**src/sv/rse_pkg.sv**
```systemverilog
// Shared types and constants of the RGB Sobel edge magnitude block.
`timescale 1ns / 1ps
package rse_pkg;

  localparam int unsigned WidthDefault  = 1024;
  localparam int unsigned HeightDefault = 1024;

  localparam int unsigned CfgW    = 11;
  localparam int unsigned CfgIdxW = 2;

  localparam logic [CfgIdxW-1:0] CFG_IMAGE_WIDTH  = 2'd0;
  localparam logic [CfgIdxW-1:0] CFG_IMAGE_HEIGHT = 2'd1;

  localparam logic [CfgW-1:0] ResetWidth  = 11'd640;
  localparam logic [CfgW-1:0] ResetHeight = 11'd480;

  // channel slots inside a packed pixel
  localparam int unsigned ChRed   = 2;
  localparam int unsigned ChGreen = 1;
  localparam int unsigned ChBlue  = 0;

  localparam logic [7:0]  MagMax   = 8'd255;
  localparam logic [20:0] SatLimit = 21'd65281;

  typedef logic [2:0][7:0] pix_t;
  typedef pix_t [8:0] win_t;

  typedef struct packed {
    logic       req_type;
    logic [7:0] red_in;
    logic [7:0] green_in;
    logic [7:0] blue_in;
  } req_t;

  typedef struct packed {
    logic [7:0] red_mag;
    logic [7:0] green_mag;
    logic [7:0] blue_mag;
    logic       frame_last;
  } res_t;

  typedef struct packed {
    logic full_rows;  // upper line store holds a row of this frame
    logic mid_ok;     // lower line store holds a row of this frame
    logic final_px;   // last flush transfer of the frame
  } job_flags_t;

endpackage

```
**src/sv/rse_mag.sv**
```systemverilog
// Magnitude unit: Sobel gradients, squares and a bit-per-cycle rounded square root.
`timescale 1ns / 1ps
module rse_mag import rse_pkg::*; (
  input  logic clk_i,
  input  logic rst_ni,
  input  logic start_i,
  output logic idle_o,
  input  win_t win_i,
  input  logic last_i,
  output logic out_valid_o,
  input  logic out_ready_i,
  output res_t out_res_o
);

  typedef enum logic [6:0] {
    M_IDLE  = 7'b0000001,
    M_GRAD  = 7'b0000010,
    M_SQR   = 7'b0000100,
    M_SUM   = 7'b0001000,
    M_ROOT  = 7'b0010000,
    M_ROUND = 7'b0100000,
    M_HOLD  = 7'b1000000
  } mstate_e;

  mstate_e            state_q, state_d;
  win_t               win_q;
  logic               last_q;
  logic signed [10:0] gx_q [3], gy_q [3], gx_d [3], gy_d [3];
  logic [19:0]        sqx_q [3], sqy_q [3], sqx_d [3], sqy_d [3];
  logic [20:0]        s_q [3];
  logic [7:0]         n_q [3], n_d [3], mag_d [3];
  logic [2:0]         it_q;
  logic [7:0]         bitv;
  res_t               res_q;

  assign idle_o      = (state_q == M_IDLE);
  assign out_valid_o = (state_q == M_HOLD);
  assign out_res_o   = res_q;
  assign bitv        = 8'h80 >> it_q;

  always_comb begin
    logic signed [10:0] v [9];
    logic signed [21:0] gxe, gye;
    logic [7:0]         t;
    logic [15:0]        tt;
    logic [16:0]        nn;
    for (int ch = 0; ch < 3; ch++) begin
      for (int i = 0; i < 9; i++) begin
        v[i] = signed'({3'b000, win_q[i][ch]});
      end
      gx_d[ch] = (v[2] - v[0]) + ((v[5] - v[3]) <<< 1) + (v[8] - v[6]);
      gy_d[ch] = (v[6] + (v[7] <<< 1) + v[8]) - (v[0] + (v[1] <<< 1) + v[2]);
      gxe = 22'(gx_q[ch]);
      gye = 22'(gy_q[ch]);
      sqx_d[ch] = 20'(gxe * gxe);
      sqy_d[ch] = 20'(gye * gye);
      t  = n_q[ch] | bitv;
      tt = 16'(t) * 16'(t);
      n_d[ch] = (21'(tt) <= s_q[ch]) ? t : n_q[ch];
      nn = 17'(n_q[ch]) * 17'(n_q[ch]) + 17'(n_q[ch]);
      if (s_q[ch] >= SatLimit) begin
        mag_d[ch] = MagMax;
      end else if (s_q[ch] > 21'(nn)) begin
        mag_d[ch] = n_q[ch] + 8'd1;
      end else begin
        mag_d[ch] = n_q[ch];
      end
    end
  end

  always_comb begin
    state_d = state_q;
    case (state_q)
      M_IDLE:  if (start_i) state_d = M_GRAD;
      M_GRAD:  state_d = M_SQR;
      M_SQR:   state_d = M_SUM;
      M_SUM:   state_d = M_ROOT;
      M_ROOT:  if (it_q == 3'd7) state_d = M_ROUND;
      M_ROUND: state_d = M_HOLD;
      M_HOLD:  if (out_ready_i) state_d = M_IDLE;
      default: state_d = M_IDLE;
    endcase
  end

  always_ff @(posedge clk_i) begin
    if (state_q == M_IDLE && start_i) begin
      win_q  <= win_i;
      last_q <= last_i;
    end
    for (int ch = 0; ch < 3; ch++) begin
      if (state_q == M_GRAD) begin
        gx_q[ch] <= gx_d[ch];
        gy_q[ch] <= gy_d[ch];
      end
      if (state_q == M_SQR) begin
        sqx_q[ch] <= sqx_d[ch];
        sqy_q[ch] <= sqy_d[ch];
      end
      if (state_q == M_SUM) begin
        s_q[ch] <= 21'(sqx_q[ch]) + 21'(sqy_q[ch]);
        n_q[ch] <= '0;
      end
      if (state_q == M_ROOT) begin
        n_q[ch] <= n_d[ch];
      end
    end
    if (state_q == M_ROUND) begin
      res_q.red_mag    <= mag_d[ChRed];
      res_q.green_mag  <= mag_d[ChGreen];
      res_q.blue_mag   <= mag_d[ChBlue];
      res_q.frame_last <= last_q;
    end
  end

  always_ff @(posedge clk_i or negedge rst_ni) begin
    if (!rst_ni) begin
      state_q <= M_IDLE;
      it_q    <= '0;
    end else begin
      state_q <= state_d;
      if (state_q == M_ROOT) begin
        it_q <= it_q + 3'd1;
      end else begin
        it_q <= '0;
      end
    end
  end

endmodule
```
**config.mk**
```make
export PLATFORM = sky130hd
export DESIGN_NAME = rse_mag
export DESIGN_NICKNAME = d
export VERILOG_FILES = /design/src/sv/rse_pkg.sv /design/src/sv/rse_mag.sv
export SDC_FILE = /design/constraint.sdc
export NUM_CORES = 2
export LEC_CHECK = 0
export BUFFER_PORTS_ARGS = -buffer_cell sky130_fd_sc_hd__clkbuf_2
export CAP_MARGIN = 5
export CORE_UTILIZATION = 35
export DETAILED_ROUTE_END_ITERATION = 8
export HOLD_SLACK_MARGIN = 0.1
export RECOVER_POWER = 100
export REMOVE_ABC_BUFFERS = 1
export SKIP_CTS_REPAIR_TIMING = 1
export SKIP_LAST_GASP = 1
export SYNTH_ARGS = -nofsm -noshare
export SYNTH_HDL_FRONTEND = slang
export SYNTH_SLANG_ARGS = --single-unit
```
**constraint.sdc**
```tcl
create_clock -name clk_i -period 9.28 [get_ports clk_i]
set_input_delay 1.392 -clock clk_i [delete_from_list [all_inputs] [get_ports clk_i]]
set_output_delay 1.392 -clock clk_i [all_outputs]
set_load 0.05 [all_outputs]
```
[Word-level counts from Yosys, hierarchy flattened]
Memory sizes are Yosys's and may differ from the RTL's.
Index checks and enable logic that the tools add are counted.
Word-level totals
  bits of input ports: 221
  output and inout bits: 27
  memories kept: 6
  register bits after elaboration: 228
  memory bits (writable): 273
Operators by class
  multiply operators: 12
  mux-type cells: 22
  reductions and logical operators: 2
  shift-type cells: 1
  bitwise gates (word level): 6
  order comparisons: 9
  equal/unequal tests: 11
  add/subtract/negate cells: 40
Memory list
  s_q: depth 3, width 21, read ports 3, clocked after Yosys merged registers in 0, wr ports 3, line rse_mag.sv:30  | logic [20:0] s_q [3];
  sqx_q: depth 3, width 20, read ports 3, clocked after Yosys merged registers in 0, wr ports 3, line rse_mag.sv:29  | logic [19:0] sqx_q [3], sqy_q [3], sqx_d [3], sqy_d [3];
  sqy_q: depth 3, width 20, read ports 3, clocked after Yosys merged registers in 0, wr ports 3, line rse_mag.sv:29
  gx_q: depth 3, width 11, read ports 3, clocked after Yosys merged registers in 0, wr ports 3, line rse_mag.sv:28  | logic signed [10:0] gx_q [3], gy_q [3], gx_d [3], gy_d [3];
  gy_q: depth 3, width 11, read ports 3, clocked after Yosys merged registers in 0, wr ports 3, line rse_mag.sv:28
  n_q: depth 3, width 8, read ports 3, clocked after Yosys merged registers in 0, wr ports 3, line rse_mag.sv:31  | logic [7:0] n_q [3], n_d [3], mag_d [3];
Operators by type and width (number)
  11-bit by 11-bit multiplier with 20-bit output: 6
  8-bit by 8-bit multiplier with 16-bit output: 6
  8-bit by 8-bit subtractor with 9-bit output: 9
  8-bit 2-to-1 mux: 9
  10-bit by 8-bit adder with 11-bit output: 6
  20-bit by 20-bit adder with 21-bit output: 3
  21-bit by 16-bit greater-or-equal comparator with 1-bit output, second input constant: 3
  21-bit by 17-bit greater-than comparator with 1-bit output: 3
  16-bit by 21-bit <= comparator with 1-bit output: 3
  8-bit by 9-bit adder with 10-bit output: 6
  16-bit by 8-bit adder with 17-bit output: 3
  7-bit case mux with 7 select lines: 1
  11-bit by 9-bit adder with 11-bit output: 3
  9-bit by 10-bit adder with 11-bit output: 3
  11-bit subtractor: 3
  8-bit by 1-bit adder with 8-bit output, second input constant: 3
  8-bit OR: 3
  7-bit 2-to-1 mux: 3
  1-bit 2-to-1 mux: 8
  8-bit by 3-bit right shift with 8-bit output, first input constant: 1
  7-bit by 1-bit equality test with 1-bit output, second input constant: 1
  7-bit by 2-bit equality test with 1-bit output, second input constant: 1
  7-bit by 3-bit equality test with 1-bit output, second input constant: 1
  7-bit by 4-bit equality test with 1-bit output, second input constant: 1
  11 further kinds: 14

[Depth between registers and ports, before layout]
  depth in word-level cells: 6
  gate-level depth with buffers: 28

[Worst setup path before layout]
Ideal clock, no wire load.
  kind: flip-flop to flip-flop
  start: register it_q[1] (netlist name)
  end: memory n_q[0][0] (enable)
  data required time: 8.902 ns
  arrival: 6.218 ns
  setup slack: 2.684 ns
  stages on the path, launching flop included: 25
  path buffers: 0
  path through: dfrtp_1 -> inv_1 -> ha_1 -> nor2b_1 -> nor2_1 -> or2_2 -> inv_1 -> fa_1 -> fa_1 -> inv_1 -> fa_1 -> fa_1 -> inv_1 -> ha_1 -> or2_2 -> a21oi_1 -> a21oi_1 -> a211oi_1 -> a21oi_1 -> xor2_1 -> ha_1 -> nand4_1 -> nor4b_1 -> nor3_1 -> o221ai_1
RTL lines (line)
  end, declared: rse_mag.sv:31

[Final worst setup path]
  start: register state_q[3]
  end: register win_q[41] in the netlist's numbering (enable)
On the way
  word-level cells in the longest chain between the ends: 2
Ends and longest elaborated chain
  start, declared: line rse_mag.sv:25  | mstate_e state_q, state_d;
  start signal, assigned: line rse_mag.sv:120  | state_q <= state_d;
  7-bit by 1-bit equality test with 1-bit output: line rse_mag.sv:86  | if (state_q == M_IDLE && start_i) begin
  1-bit logical AND: line rse_mag.sv:86
  end signal, assigned: line rse_mag.sv:87  | win_q <= win_i;
  end, declared: line rse_mag.sv:26  | win_t win_q;
Every way passes these cells.
A chain may end at the register's enable or synchronous reset.

==> qor.csv <==
metric,value,unit
status,finished with violations,
violations,"max-capacitance violations, max-slew violations",
fmax,131,MHz
setup_viol,0,
wl_per_cell,14.1,um
dpl-instance-area,65500,sq um
die-area,178000,sq um
vias,39700,
syn_inst,5984,
hold_viol,0,
clk-insertion-delay-late,700,ps
ys.flop_type,edfxtp_1,
htreeDepth,2,
ys_seq_elements,495,
dr.pass1.iters,6,
antenna_found_initial,2,
min_from,last_q$_DFFE_PP_,
layout_min_cycle_time,7650,ps
grt_setup_unrepaired,no,
rows,153,
area_growth,9.14,%
dieWidth,422,um
reg2reg_to,win_q[41]$_DFFE_PP_,
drt_iter0_markers,1607,
fin_nets,8000,
crit_path_max_fanout,125,
io_pins,248,
cts_max_path_buffers,3,
r2r-start,state_q[3]$_DFFE_PN0P_,
final_antenna_net_count,0,
fin_skew,38.6,ps
routed_via_density,4.64,
cp-endpoint,win_q[41]$_DFFE_PP_,
r2r_cells,4,
timing.hold.ws,426,ps
core-area,175000,sq um
r2r_slack,1630,ps
cts_tree,yes,
yosys_warnings,0,
drt_wl_total,120,mm
cp_data_required_time,9500,ps
slew_headroom,-2.22,
synth-seq-area-share,0.240,
critPathLaunchType,flip-flop,
synth_async_sr_flop_share,0.0202,
grt_util_all_layers,0.140,
synth_edf_count,485,
crit_start,state_q[3]$_DFFE_PN0P_,
syn_area_per_cell,10.3,sq um
crit_arrival,7870,ps
cap_violations,9,
tns,0,ps
slew_viol_final,507,
final_layout_size_suffix_gt1_frac,0.0485,
grt_first_pass_wirelength,207,mm
synthesis.area,61800,sq um
crit_type,flip-flop to flip-flop,
fill_cells,17200,
cts-root-buf,clkbuf_16,
cts.sinks,495,
synth.distinct_cells,85,
overflow,0,
grt_max_degree,126,
period_share,0.824,
tightest_slew,4820,ps
place_congestion,0.840,
start_util,0.354,
end_kind,flip-flop,
hold_path.class,flip-flop to flip-flop,
die_height,422,um
grt_pass1_vias,42600,
path_clk_slew,60,ps
dp_hpwl,101,mm
cts_made_buffers,61,
fin_area,67400,sq um
drcViolationCount,0,
io_buffers,223,
[cells by family after synthesis]
family / count (synthesis) / synth area share
compound gates: 768 / 0.0802
buf+inv: 1542 / 0.0937
simple gates: 1175 / 0.0976
fa+ha+maj: 1608 / 0.432
xor+xnor: 380 / 0.0539
other cells: 2 / 0.000122
flops: 495 / 0.240
mux: 14 / 0.00237
[synth_stat cells, types with 6 or more instances]
master | n | area (sq um)
o21ai_1 | 6 | 30.0
and3_1 | 28 | 175
nor4_1 | 18 | 113
a21oi_1 | 248 | 1240
a211o_1 | 7 | 61.3
ha_1 | 729 | 9120
or2_2 | 23 | 144
or4_1 | 9 | 67.6
nor2_1 | 267 | 1000
o21bai_1 | 34 | 255
edfxtp_1 | 485 | 14600
o31ai_1 | 11 | 82.6
o21a_1 | 65 | 488
o211ai_1 | 22 | 165
nand3b_1 | 11 | 82.6
nor3b_1 | 9 | 67.6
or3_1 | 18 | 113
fa_1 | 879 | 17600
a211oi_1 | 23 | 173
and4_1 | 7 | 61.3
a31oi_1 | 12 | 75.1
inv_1 | 1434 | 5380
xnor2_1 | 275 | 2410
a41o_1 | 6 | 60.1
a21o_1 | 116 | 871
nand3_1 | 45 | 225
nor3_1 | 47 | 235
a221oi_1 | 6 | 52.6
and2_1 | 273 | 1710
nand2b_1 | 67 | 419
nand4_1 | 25 | 156
clkbuf_1 | 103 | 387
o22ai_1 | 6 | 37.5
nand2_1 | 254 | 953
nor2b_1 | 60 | 375
o31a_1 | 11 | 96.3
dfrtp_1 | 9 | 225
o21ai_0 | 130 | 651
mux2i_1 | 9 | 90.1
xor2_1 | 105 | 920
[critical path: stages, from the launching register on]
cell      delay (ps)
dfrtp_1          430
nor4_1           320
and3_1           290
and2_0          3340
clkbuf_2        2590
[worst min-delay path by stage]
| stage | slack (ps) | to | cells past startpoint |
|---|---|---|---|
| global placement | 400 | out_res_o[0]$_DFFE_PP_ | 0 |
| CTS | 420 | out_res_o[0]$_DFFE_PP_ | 0 |
| global route | 420 | out_res_o[0]$_DFFE_PP_ | 0 |
| detailed placement | 410 | out_res_o[0]$_DFFE_PP_ | 0 |
| floorplan | 400 | out_res_o[0]$_DFFE_PP_ | 0 |
| finish | 430 | out_res_o[0]$_DFFE_PP_ | 0 |
[layer usage]
metal / GRT usage / wire [um] / part of all wire
met1: 0.177 / 53400 / 0.44
met2: 0.251 / 61000 / 0.51
met3: 0.0161 / 3440 / 0.029
met4: 0.0338 / 2600 / 0.022
met5: 0 / 0 / 0
[cell type report]
| cell class | instances | area, sq um | share of cell area |
|---|---|---|---|
| clock buffers | 71 | 1560 | 0.0232 |
| multi-input cells | 3947 | 41100 | 0.610 |
| diodes | 1 | 2.50 | 0.0000371 |
| inverters | 1434 | 5380 | 0.0798 |
| clock inverters | 45 | 533 | 0.00790 |
| flip-flops and latches | 495 | 14800 | 0.220 |
| repair buffers | 232 | 1080 | 0.0160 |
| well taps | 2325 | 2910 | 0.0431 |
[state kept, by name, summed over array words and instances, names as in the netlist]
name / count
win_q: 192
s_q: 63
sqx_q: 57
sqy_q: 57
gx_q: 33
gy_q: 33
out_res_o: 25
n_q: 24
state_q: 7
it_q: 3
last_q: 1
[cell usage in the layout, fill, tap and decap left out, types with 18 or more instances in the layout]
cell | netlist | final
nand4_1 | 25 | 25
or3_1 | 18 | 18
clkbuf_1 | 103 | 79
nor3_1 | 47 | 47
inv_1 | 1434 | 1433
nor2b_1 | 60 | 60
nor4_1 | 18 | 18
a211oi_1 | 23 | 23
ha_1 | 729 | 729
o21ai_0 | 130 | 136
nand2_1 | 254 | 254
xor2_1 | 105 | 105
o21bai_1 | 34 | 34
clkbuf_2 | 0 | 160
a21o_1 | 116 | 116
xnor2_1 | 275 | 275
nand3_1 | 45 | 45
or2_2 | 23 | 23
o21a_1 | 65 | 65
o211ai_1 | 22 | 23
and3_1 | 28 | 28
clkbuf_16 | 0 | 61
and2_1 | 273 | 239
nand2b_1 | 67 | 67
nor2_1 | 267 | 267
a21oi_1 | 248 | 250
fa_1 | 879 | 879
and2_0 | 0 | 34
edfxtp_1 | 485 | 485
[metrics by stage]
| stage | instances | util | worst slack, ps |
|---|---|---|---|
| final | 8550 | 0.386 | 1630 |
| after global routing | 8550 | 0.386 | 789 |
| after CTS | 8549 | 0.387 | 1710 |
| after detailed placement | 8433 | 0.375 | 1730 |
| after global placement | 8433 | 0.375 | 1770 |
| after floorplan | 5876 | - | 2690 |
Power is not shown: default switching activity piles up to over one toggle a cycle in this logic, so the estimate is an artifact.
