===== src/sv/rse_pkg.sv =====
// Shared types and constants of the RGB Sobel edge magnitude block.
`timescale 1ns / 1ps
package rse_pkg;

  localparam int unsigned WidthDefault  = 1024;
  localparam int unsigned HeightDefault = 1024;

  localparam int unsigned CfgW    = 11;
  localparam int unsigned CfgIdxW = 2;

  localparam logic [CfgIdxW-1:0] CFG_IMAGE_WIDTH  = 2'd0;
  localparam logic [CfgIdxW-1:0] CFG_IMAGE_HEIGHT = 2'd1;

  localparam logic [CfgW-1:0] ResetWidth  = 11'd640;
  localparam logic [CfgW-1:0] ResetHeight = 11'd480;

  // channel slots inside a packed pixel
  localparam int unsigned ChRed   = 2;
  localparam int unsigned ChGreen = 1;
  localparam int unsigned ChBlue  = 0;

  localparam logic [7:0]  MagMax   = 8'd255;
  localparam logic [20:0] SatLimit = 21'd65281;

  typedef logic [2:0][7:0] pix_t;
  typedef pix_t [8:0] win_t;

  typedef struct packed {
    logic       req_type;
    logic [7:0] red_in;
    logic [7:0] green_in;
    logic [7:0] blue_in;
  } req_t;

  typedef struct packed {
    logic [7:0] red_mag;
    logic [7:0] green_mag;
    logic [7:0] blue_mag;
    logic       frame_last;
  } res_t;

  typedef struct packed {
    logic full_rows;  // upper line store holds a row of this frame
    logic mid_ok;     // lower line store holds a row of this frame
    logic final_px;   // last flush transfer of the frame
  } job_flags_t;

endpackage


===== src/sv/rse_front.sv =====
// Front end: configuration, raster position tracking and the job queue.
`timescale 1ns / 1ps
module rse_front import rse_pkg::*; #(
  parameter int unsigned MAX_WIDTH  = WidthDefault,
  parameter int unsigned MAX_HEIGHT = HeightDefault
) (
  input  logic                          clk_i,
  input  logic                          rst_ni,
  input  logic                          cfg_we_i,
  input  logic [CfgIdxW-1:0]            cfg_idx_i,
  input  logic [CfgW-1:0]               cfg_data_i,
  output logic                          restart_o,
  input  logic                          in_valid_i,
  output logic                          in_ready_o,
  input  req_t                          in_req_i,
  output logic                          job_valid_o,
  input  logic                          job_pop_i,
  output logic [$clog2(MAX_WIDTH)-1:0]  job_col_o,
  output job_flags_t                    job_flags_o,
  output pix_t                          job_data_o
);

  localparam int unsigned ColW  = $clog2(MAX_WIDTH);
  localparam int unsigned WBits = $clog2(MAX_WIDTH + 2);
  localparam int unsigned RowW  = $clog2(MAX_HEIGHT);
  localparam int unsigned HBits = $clog2(MAX_HEIGHT + 1);

  logic [CfgW-1:0]  width_q, height_q;
  logic [ColW-1:0]  col_q, col_d;
  logic [RowW-1:0]  row_q, row_d;
  logic [WBits-1:0] pend_q, pend_d;
  logic [WBits-1:0] w_eff, k, next_col;
  logic [HBits-1:0] h_eff;
  logic             flush, accept, cfg_hit;

  logic [ColW-1:0]  cur_col;
  job_flags_t       cur_flags;
  pix_t             cur_data;

  // clamp the frame size to the supported range
  always_comb begin
    if (width_q < 11'd2) begin
      w_eff = WBits'(2);
    end else if (32'(width_q) > MAX_WIDTH) begin
      w_eff = WBits'(MAX_WIDTH);
    end else begin
      w_eff = WBits'(width_q);
    end
    if (height_q < 11'd2) begin
      h_eff = HBits'(2);
    end else if (32'(height_q) > MAX_HEIGHT) begin
      h_eff = HBits'(MAX_HEIGHT);
    end else begin
      h_eff = HBits'(height_q);
    end
  end

  assign flush    = (pend_q != '0);
  assign k        = w_eff + WBits'(1) - pend_q;
  assign next_col = WBits'(col_q) + WBits'(1);
  assign cfg_hit  = cfg_we_i && (cfg_idx_i == CFG_IMAGE_WIDTH ||
                                 cfg_idx_i == CFG_IMAGE_HEIGHT);
  assign restart_o = cfg_hit;

  // classify the incoming transfer
  always_comb begin
    if (flush) begin
      cur_flags.final_px  = (k >= w_eff);
      cur_col             = cur_flags.final_px ? '0 : ColW'(k);
      cur_flags.full_rows = 1'b1;
      cur_flags.mid_ok    = 1'b1;
      cur_data            = '0;
    end else begin
      cur_flags.final_px  = 1'b0;
      cur_col             = (WBits'(col_q) >= w_eff) ? '0 : col_q;
      cur_flags.full_rows = (32'(row_q) >= 2);
      cur_flags.mid_ok    = (32'(row_q) >= 1);
      cur_data            = in_req_i.req_type ? '0 :
                            {in_req_i.red_in, in_req_i.green_in, in_req_i.blue_in};
    end
  end

  // advance the raster position
  always_comb begin
    col_d  = col_q;
    row_d  = row_q;
    pend_d = pend_q;
    if (flush) begin
      pend_d = pend_q - WBits'(1);
    end else if (next_col >= w_eff) begin
      col_d = '0;
      if (HBits'(row_q) + HBits'(1) >= h_eff) begin
        row_d  = '0;
        pend_d = w_eff + WBits'(1);
      end else begin
        row_d = row_q + RowW'(1);
      end
    end else begin
      col_d = ColW'(next_col);
    end
  end

  // two-entry job queue
  logic [ColW-1:0] q_col_q  [2];
  job_flags_t      q_flag_q [2];
  pix_t            q_data_q [2];
  logic            wr_ptr_q, rd_ptr_q;
  logic [1:0]      count_q;

  assign in_ready_o  = (count_q != 2'd2);
  assign accept      = in_valid_i && in_ready_o;
  assign job_valid_o = (count_q != 2'd0);
  assign job_col_o   = q_col_q[rd_ptr_q];
  assign job_flags_o = q_flag_q[rd_ptr_q];
  assign job_data_o  = q_data_q[rd_ptr_q];

  always_ff @(posedge clk_i) begin
    if (accept) begin
      q_col_q[wr_ptr_q]  <= cur_col;
      q_flag_q[wr_ptr_q] <= cur_flags;
      q_data_q[wr_ptr_q] <= cur_data;
    end
  end

  always_ff @(posedge clk_i or negedge rst_ni) begin
    if (!rst_ni) begin
      width_q  <= ResetWidth;
      height_q <= ResetHeight;
      col_q    <= '0;
      row_q    <= '0;
      pend_q   <= '0;
      wr_ptr_q <= 1'b0;
      rd_ptr_q <= 1'b0;
      count_q  <= 2'd0;
    end else begin
      if (cfg_hit) begin
        if (cfg_idx_i == CFG_IMAGE_WIDTH) begin
          width_q <= cfg_data_i;
        end else begin
          height_q <= cfg_data_i;
        end
        col_q  <= '0;
        row_q  <= '0;
        pend_q <= '0;
      end else if (accept) begin
        col_q  <= col_d;
        row_q  <= row_d;
        pend_q <= pend_d;
      end
      if (accept) begin
        wr_ptr_q <= ~wr_ptr_q;
      end
      if (job_pop_i) begin
        rd_ptr_q <= ~rd_ptr_q;
      end
      count_q <= count_q + {1'b0, accept} - {1'b0, job_pop_i};
    end
  end

endmodule


===== config.mk =====
export PLATFORM = sky130hd
export DESIGN_NAME = rse_front
export DESIGN_NICKNAME = d
export VERILOG_FILES = /design/src/sv/rse_pkg.sv /design/src/sv/rse_front.sv
export SDC_FILE = /design/constraint.sdc
export NUM_CORES = 1
export LEC_CHECK = 0
export BUFFER_PORTS_ARGS = -buffer_cell sky130_fd_sc_hd__buf_2
export CAP_MARGIN = 20
export CELL_PAD_IN_SITES_DETAIL_PLACEMENT = 2
export CELL_PAD_IN_SITES_GLOBAL_PLACEMENT = 2
export CORE_MARGIN = 2
export CORE_UTILIZATION = 43
export CTS_CLUSTER_DIAMETER = 60
export DETAILED_ROUTE_END_ITERATION = 6
export HOLD_SLACK_MARGIN = 0.03
export PLACE_DENSITY = 0.83
export SLEW_MARGIN = 30
export SYNTH_ARGS = -nofsm -noshare
export SYNTH_HDL_FRONTEND = slang
export SYNTH_SLANG_ARGS = --single-unit

===== constraint.sdc =====
create_clock -name clk_i -period 10.67 [get_ports clk_i]
set_input_delay 1.6005 -clock clk_i [delete_from_list [all_inputs] [get_ports clk_i]]
set_output_delay 1.6005 -clock clk_i [all_outputs]
set_load 0.01 [all_outputs]

# [Yosys cells after proc, flatten, opt, wreduce, memory -nomap -nowiden]
# Memories as Yosys holds them, arrays and structs flattened.
# Cells that the tools add are included.
[classes] div=0 bitwise_logic=3 n_eq_ne=3 n_reduce_logical=15 n_lt_le_gt_ge=10 n_addsub=8 multipliers=0 n_mux=26 shifts=0
[op_table] op="two-way mux 10 bit" n=12
[op_table] op="two-way mux 11 bit" n=9
[op_table] op="two-way mux 24 bit" n=2
[op_table] op="greater-or-equal comparator 11 bit" n=3
[op_table] op="adder 10 x 1 -> 11 bit (second input constant)" n=2
[op_table] op="> comparator 11 bit (second input constant)" n=2
[op_table] op="< comparator 11 x 2 -> 1 bit (second input constant)" n=2
[op_table] op="adder 11 x 1 -> 11 bit (second input constant)" n=1
[op_table] op="greater-or-equal comparator 10 x 11 -> 1 bit" n=1
[op_table] op="nonzero test 11 bit" n=1
[op_table] op="subtractor 11 x 1 -> 11 bit (second input constant)" n=1
[op_table] op="subtractor 11 bit" n=1
[op_table] op="adder 10 x 1 -> 10 bit (second input constant)" n=1
[op_table] op="greater-or-equal comparator 10 x 1 -> 1 bit (second input constant)" n=1
[op_table] op="greater-or-equal comparator 10 x 2 -> 1 bit (second input constant)" n=1
[op_table] op="AND reduction 2 bit" n=3
[op_table] op="AND reduction 3 bit" n=2
[op_table] op="nonzero test 2 bit" n=3
[op_table] op="nonzero test 3 bit" n=2
[op_table] op="inequality test 2 bit (second input constant)" n=2
[op_table] op="two-way mux 3 bit" n=1
[op_table] op="inverter 1 bit" n=3
[op_table] op="adder 2 x 1 -> 2 bit" n=1
[op_table] op="equality test 2 x 1 -> 1 bit (second input constant)" n=1
[op_table] op="5 further kinds" n=7
[totals] ff_bits=57 output_inout_bits=40 n_memories=3 wordCells=76 rom_bits=0 latchBits=0 ram_bits=74
[memory_table] memory="q_data_q" depth=2 width=24 read_ports=1 rd_clocked_by_memory_dff=0 write_ports=1 line="rse_front.sv:106" text="pix_t q_data_q [2];"
[memory_table] memory="q_col_q" depth=2 width=10 read_ports=1 rd_clocked_by_memory_dff=0 write_ports=1 line="rse_front.sv:104" text="logic [ColW-1:0] q_col_q [2];"
[memory_table] memory="q_flag_q" depth=2 width=3 read_ports=1 rd_clocked_by_memory_dff=0 write_ports=1 line="rse_front.sv:105" text="job_flags_t q_flag_q [2];"

# [Longest topological paths before layout]
[depth] ltp_word=9 depth_mapped=22

# [Worst setup path before layout]
# Ideal clock, no wire load.
[synth_path] kind="register -> register" start="reg width_q[10]" end="mem q_col_q[0][2] (netlist name), data pin" synth_period_minus_slack_ns=4.274 t_arrival_ns=3.991 path_slack_ns=6.396 path_buffers=2 path_stages_with_launch=21 required_ns=10.387 path_cell_list="dfrtp_1 > inv_1 > clkbuf_1 > and3_1 > ha_1 > nand3_1 > nor2_1 > xnor2_1 > nor2_1 > ha_1 > or3_4 > o31a_1 > a31oi_1 > xnor2_1 > ha_1 > nand3_1 > a211oi_1 > o22ai_1 > nand4_1 > buf_4 > o32ai_2"
[synth_via] elab_chain_cells=8 word_cells_on_any_way=11
[synth_rtl] item="from (decl)" line="rse_front.sv:28" text="logic [CfgW-1:0] width_q, height_q;"
[synth_rtl] item="from (signal assigned)" line="rse_front.sv:127" text="width_q <= ResetWidth;"
[synth_rtl] item="from (signal assigned)" line="rse_front.sv:138" text="width_q <= cfg_data_i;"
[synth_rtl] item="> comparator 11 bit" line="rse_front.sv:44" text="end else if (32'(width_q) > MAX_WIDTH) begin"
[synth_rtl] item="two-way mux 11 bit" line="rse_front.sv:44"
[synth_rtl] item="two-way mux 11 bit *" line="rse_front.sv:42" text="if (width_q < 11'd2) begin"
[synth_rtl] item="adder 11 x 1 -> 11 bit" line="rse_front.sv:59" text="assign k = w_eff + WBits'(1) - pend_q;"
[synth_rtl] item="subtractor 11 bit" line="rse_front.sv:59"
[synth_rtl] item="greater-or-equal comparator 11 bit" line="rse_front.sv:68" text="cur_flags.final_px = (k >= w_eff);"
[synth_rtl] item="two-way mux 10 bit" line="rse_front.sv:69" text="cur_col = cur_flags.final_px ? '0 : ColW'(k);"
[synth_rtl] item="two-way mux 10 bit *" line="rse_front.sv:67" text="if (flush) begin"
[synth_rtl] item="via cur_col[2]" line="rse_front.sv:36" text="logic [ColW-1:0] cur_col;"
[synth_rtl] item="to (decl)" line="rse_front.sv:104"
# The timed path passes the listed nets; every way through them passes the cells marked *.

# [Worst setup path after layout]
[layout_path] start="reg width_q[2]" end="mem q_col_q[0][0] (netlist name), data pin"
# The elaborated chain is that of the path after synthesis.

==> out/metrics.cfg <==
[outcome]
status = finished, final reports clean

[grt]
grt_pass1_wl_um = 39400
grt_overflow = 0
track_usage = 0.269
grt_start_max_net_pins = 58
antenna_found_initial = 0
first_global_vias = 6756

[cts]
cts_hold_buf = 0
cts_setup_buffers = 0
cts_resized = 0
htree_levels = 4
clk_pin_slew_ps = 70
cts_tree = yes
root_buffer = clkbuf_16
cts_sinks = 131
worstSkewPairLatency_ps = 440
cts_buffers = 17
cts_buffer_depth = 2

[synthesis]
synth_cell_types = 64
synth_top_family_by_area = simple AND/OR/NAND/NOR gates
synthAdderAreaFrac = 0.103
synth_edf_count = 74
synthSimpleGateAreaFrac = 0.138
synth_ff_type = edfxtp_1
ys_async_sr_fraction = 0.435
ys_ff_latch = 131
synthCells = 677
synth_xor_area_frac = 0.0419
synth_top_area_frac = 0.287
synth_seq_area_share = 0.472
synth_area_per_cell_um2 = 11.4
yosys_warnings = 0
synth_top_area_cell = edfxtp_1
synth-compound-area-share = 0.122
synth_common_cells = 74 x edfxtp_1, 62 x ha_1, 58 x mux2_2, 51 x dfrtp_1, 46 x inv_1
syn_nets = 783
yosysMostFrequentCell = edfxtp_1
synthMuxAreaShare = 0.0870
syn_area_um2 = 7740
synth_area_leaders = edfxtp_1 29%, dfrtp_1 16%, ha_1 10%

[cells_and_area]
drive_above_1_share = 0.270
final_nets = 870
stdcell_count = 1006
area_growth_syn_to_layout_pct = 16.4
diodes = 0

[sta]
relSlewSlack = 0.424
finClkSkew_ps = 10.1
fin_crit_sh = 0.530
tns_ps = 0
finalCriticalPeriod_ps = 5650
setup_viol = 0
hold_viol_final = 0
worst_slew_pin_slew_ps = 863
slew_violations = 0
max_freq_mhz = 177
rsz0062_at_grt = no

[hold_path]
min-delay-start = rd_ptr_q$_DFFE_PN0P_
hold_end = rd_ptr_q$_DFFE_PN0P_
hp-class = flop to flop
hold_path_depth = 1

[drt]
wirelength_um = 25000
vias = 6015
drc = 0
drtAntennaViolNets = 0
wl_per_cell_um = 24.8
via_per_inst = 5.98
firstDrtPassIters = 5
drt_iter0_markers = 285

[floorplan]
die_h_um = 138
ios = 83
coreArea_um2 = 17800
fp-row-count = 49
start_util = 0.434
die_x_um = 138
dieArea_um2 = 19100

[place]
gp_congestion = 0.906
dp_hpwl_um = 17500
placed_cells = 974
io_buffers = 82

[worst_setup_path]
critPathLaunchType = flop
reg2reg_depth = 20
cp_data_arrival_time_ps = 5850
cp.required_ps = 10870
r2r_start = width_q[2]$_DFFE_PN0P_
reg2reg_to = q_col_q[0][0]$_DFFE_PP_
critPathKind = flop to flop
ff2ff_setup_slack_ps = 5020
cp-end-kind = flop
cp_max_fo = 11

[power]
p_per_area_nw_per_um2 = 296
ir_worst_vdd_mv = 0.138
p_leak_nw = 3.79

[flow_run]
cap_violations = 0

## worst max path at each step
stage | startpoint | endpoint | slack (ps) | depth (start not counted)
final | width_q[2]$_DFFE_PN0P_ | q_col_q[0][0]$_DFFE_PP_ | 5020 | 20
after detailed placement | width_q[10]$_DFFE_PN0P_ | q_col_q[0][0]$_DFFE_PP_ | 5160 | 19
after floorplan | width_q[10]$_DFFE_PN0P_ | q_col_q[0][2]$_DFFE_PP_ | 6400 | 20
after global placement | width_q[10]$_DFFE_PN0P_ | q_col_q[0][9]$_DFFE_PP_ | 5610 | 18
after global routing | width_q[2]$_DFFE_PN0P_ | q_col_q[0][7]$_DFFE_PP_ | 4580 | 20
after CTS | width_q[10]$_DFFE_PN0P_ | q_col_q[0][0]$_DFFE_PP_ | 5110 | 19
## report_power, final
part           leakage, nW  switching, mW  internal (mW)  total, mW
Clock                0.287          0.272          0.331      0.604
Combinational         2.07          0.743          0.485       1.23
Sequential            1.43         0.0911          0.739      0.830
Total                 3.79           1.11           1.56       2.66
## cell families (layout without fill, tap and decap cells)
logic type      after synthesis  in the layout
compound gates              126            126
xor+xnor                     37             37
mux                          60             60
fa+ha+maj                    63             63
simple gates                192            192
flops                       131            131
buf+inv                      68            168
## placed cells by master (no fill, tap or decap), types with 26 or more instances in the layout
cell | Yosys | layout
xnor2_1 | 29 | 29
inv_1 | 46 | 46
dfrtp_1 | 51 | 51
mux2_2 | 58 | 58
ha_1 | 62 | 62
nand3_1 | 27 | 27
buf_2 | 5 | 83
nand2_1 | 40 | 40
edfxtp_1 | 74 | 74
and2_1 | 26 | 26
## stage by stage
| stage | utilization | hold WS [ps] | setup WS, ps | instance area [um2] | power (mW) |
|---|---|---|---|---|---|
| 2_1_floorplan | - | 460 | 6400 | 7740 | 1.62 |
| 3_3_place_gp | 0.470 | 460 | 5610 | 8380 | 1.89 |
| 4_1_cts | 0.504 | 477 | 5110 | 9000 | 2.67 |
| 3_5_place_dp | 0.472 | 470 | 5160 | 8410 | 2.02 |
| 6_report | 0.505 | 486 | 5020 | 9010 | 2.66 |
| 5_1_grt | 0.505 | 502 | 4580 | 9010 | 2.80 |
## state kept, by name, summed over array words and instances (netlist names)
register and flops:
wr_ptr_q 1, height_q 11, q_data_q 48, q_flag_q 6, count_q 2, rd_ptr_q 1, q_col_q 20, col_q 10
row_q 10, width_q 11, pend_q 11
## critical path: stages, from the launching register on
cell	delay, ps
dfrtp_1	440
nor4_1	290
nand4_1	210
a21oi_1	370
ha_1	300
nand3_1	140
nor2_1	220
xnor2_1	150
nor2_1	80
ha_1	230
or3_4	410
nor3_1	170
o21ai_0	130
xnor2_1	280
inv_1	100
ha_1	320
nand3_1	150
a211oi_1	80
o21ai_0	180
nand4_1	550
o32ai_1	610
## per-layer routing
layer | up-vias | routed length [um] | track usage | part of all wire
met1 | 3073 | 10600 | 0.333 | 0.42
met4 | 0 | 814 | 0.112 | 0.033
met5 | - | 0 | 0 | 0
met3 | 51 | 1070 | 0.0606 | 0.043
met2 | 197 | 12500 | 0.457 | 0.50
li1 | 2694 | - | - | -
## final cells by class
class	instances	area [um2]
clock buffers	17	425
inverters	47	176
clock inverters	15	160
fillers	1804	8830
multi-input cells	478	3820
well taps	229	287
repair buffers	89	480
flip-flops and latches	131	3660
No activity file was read; power rests on OpenSTA's default activity.
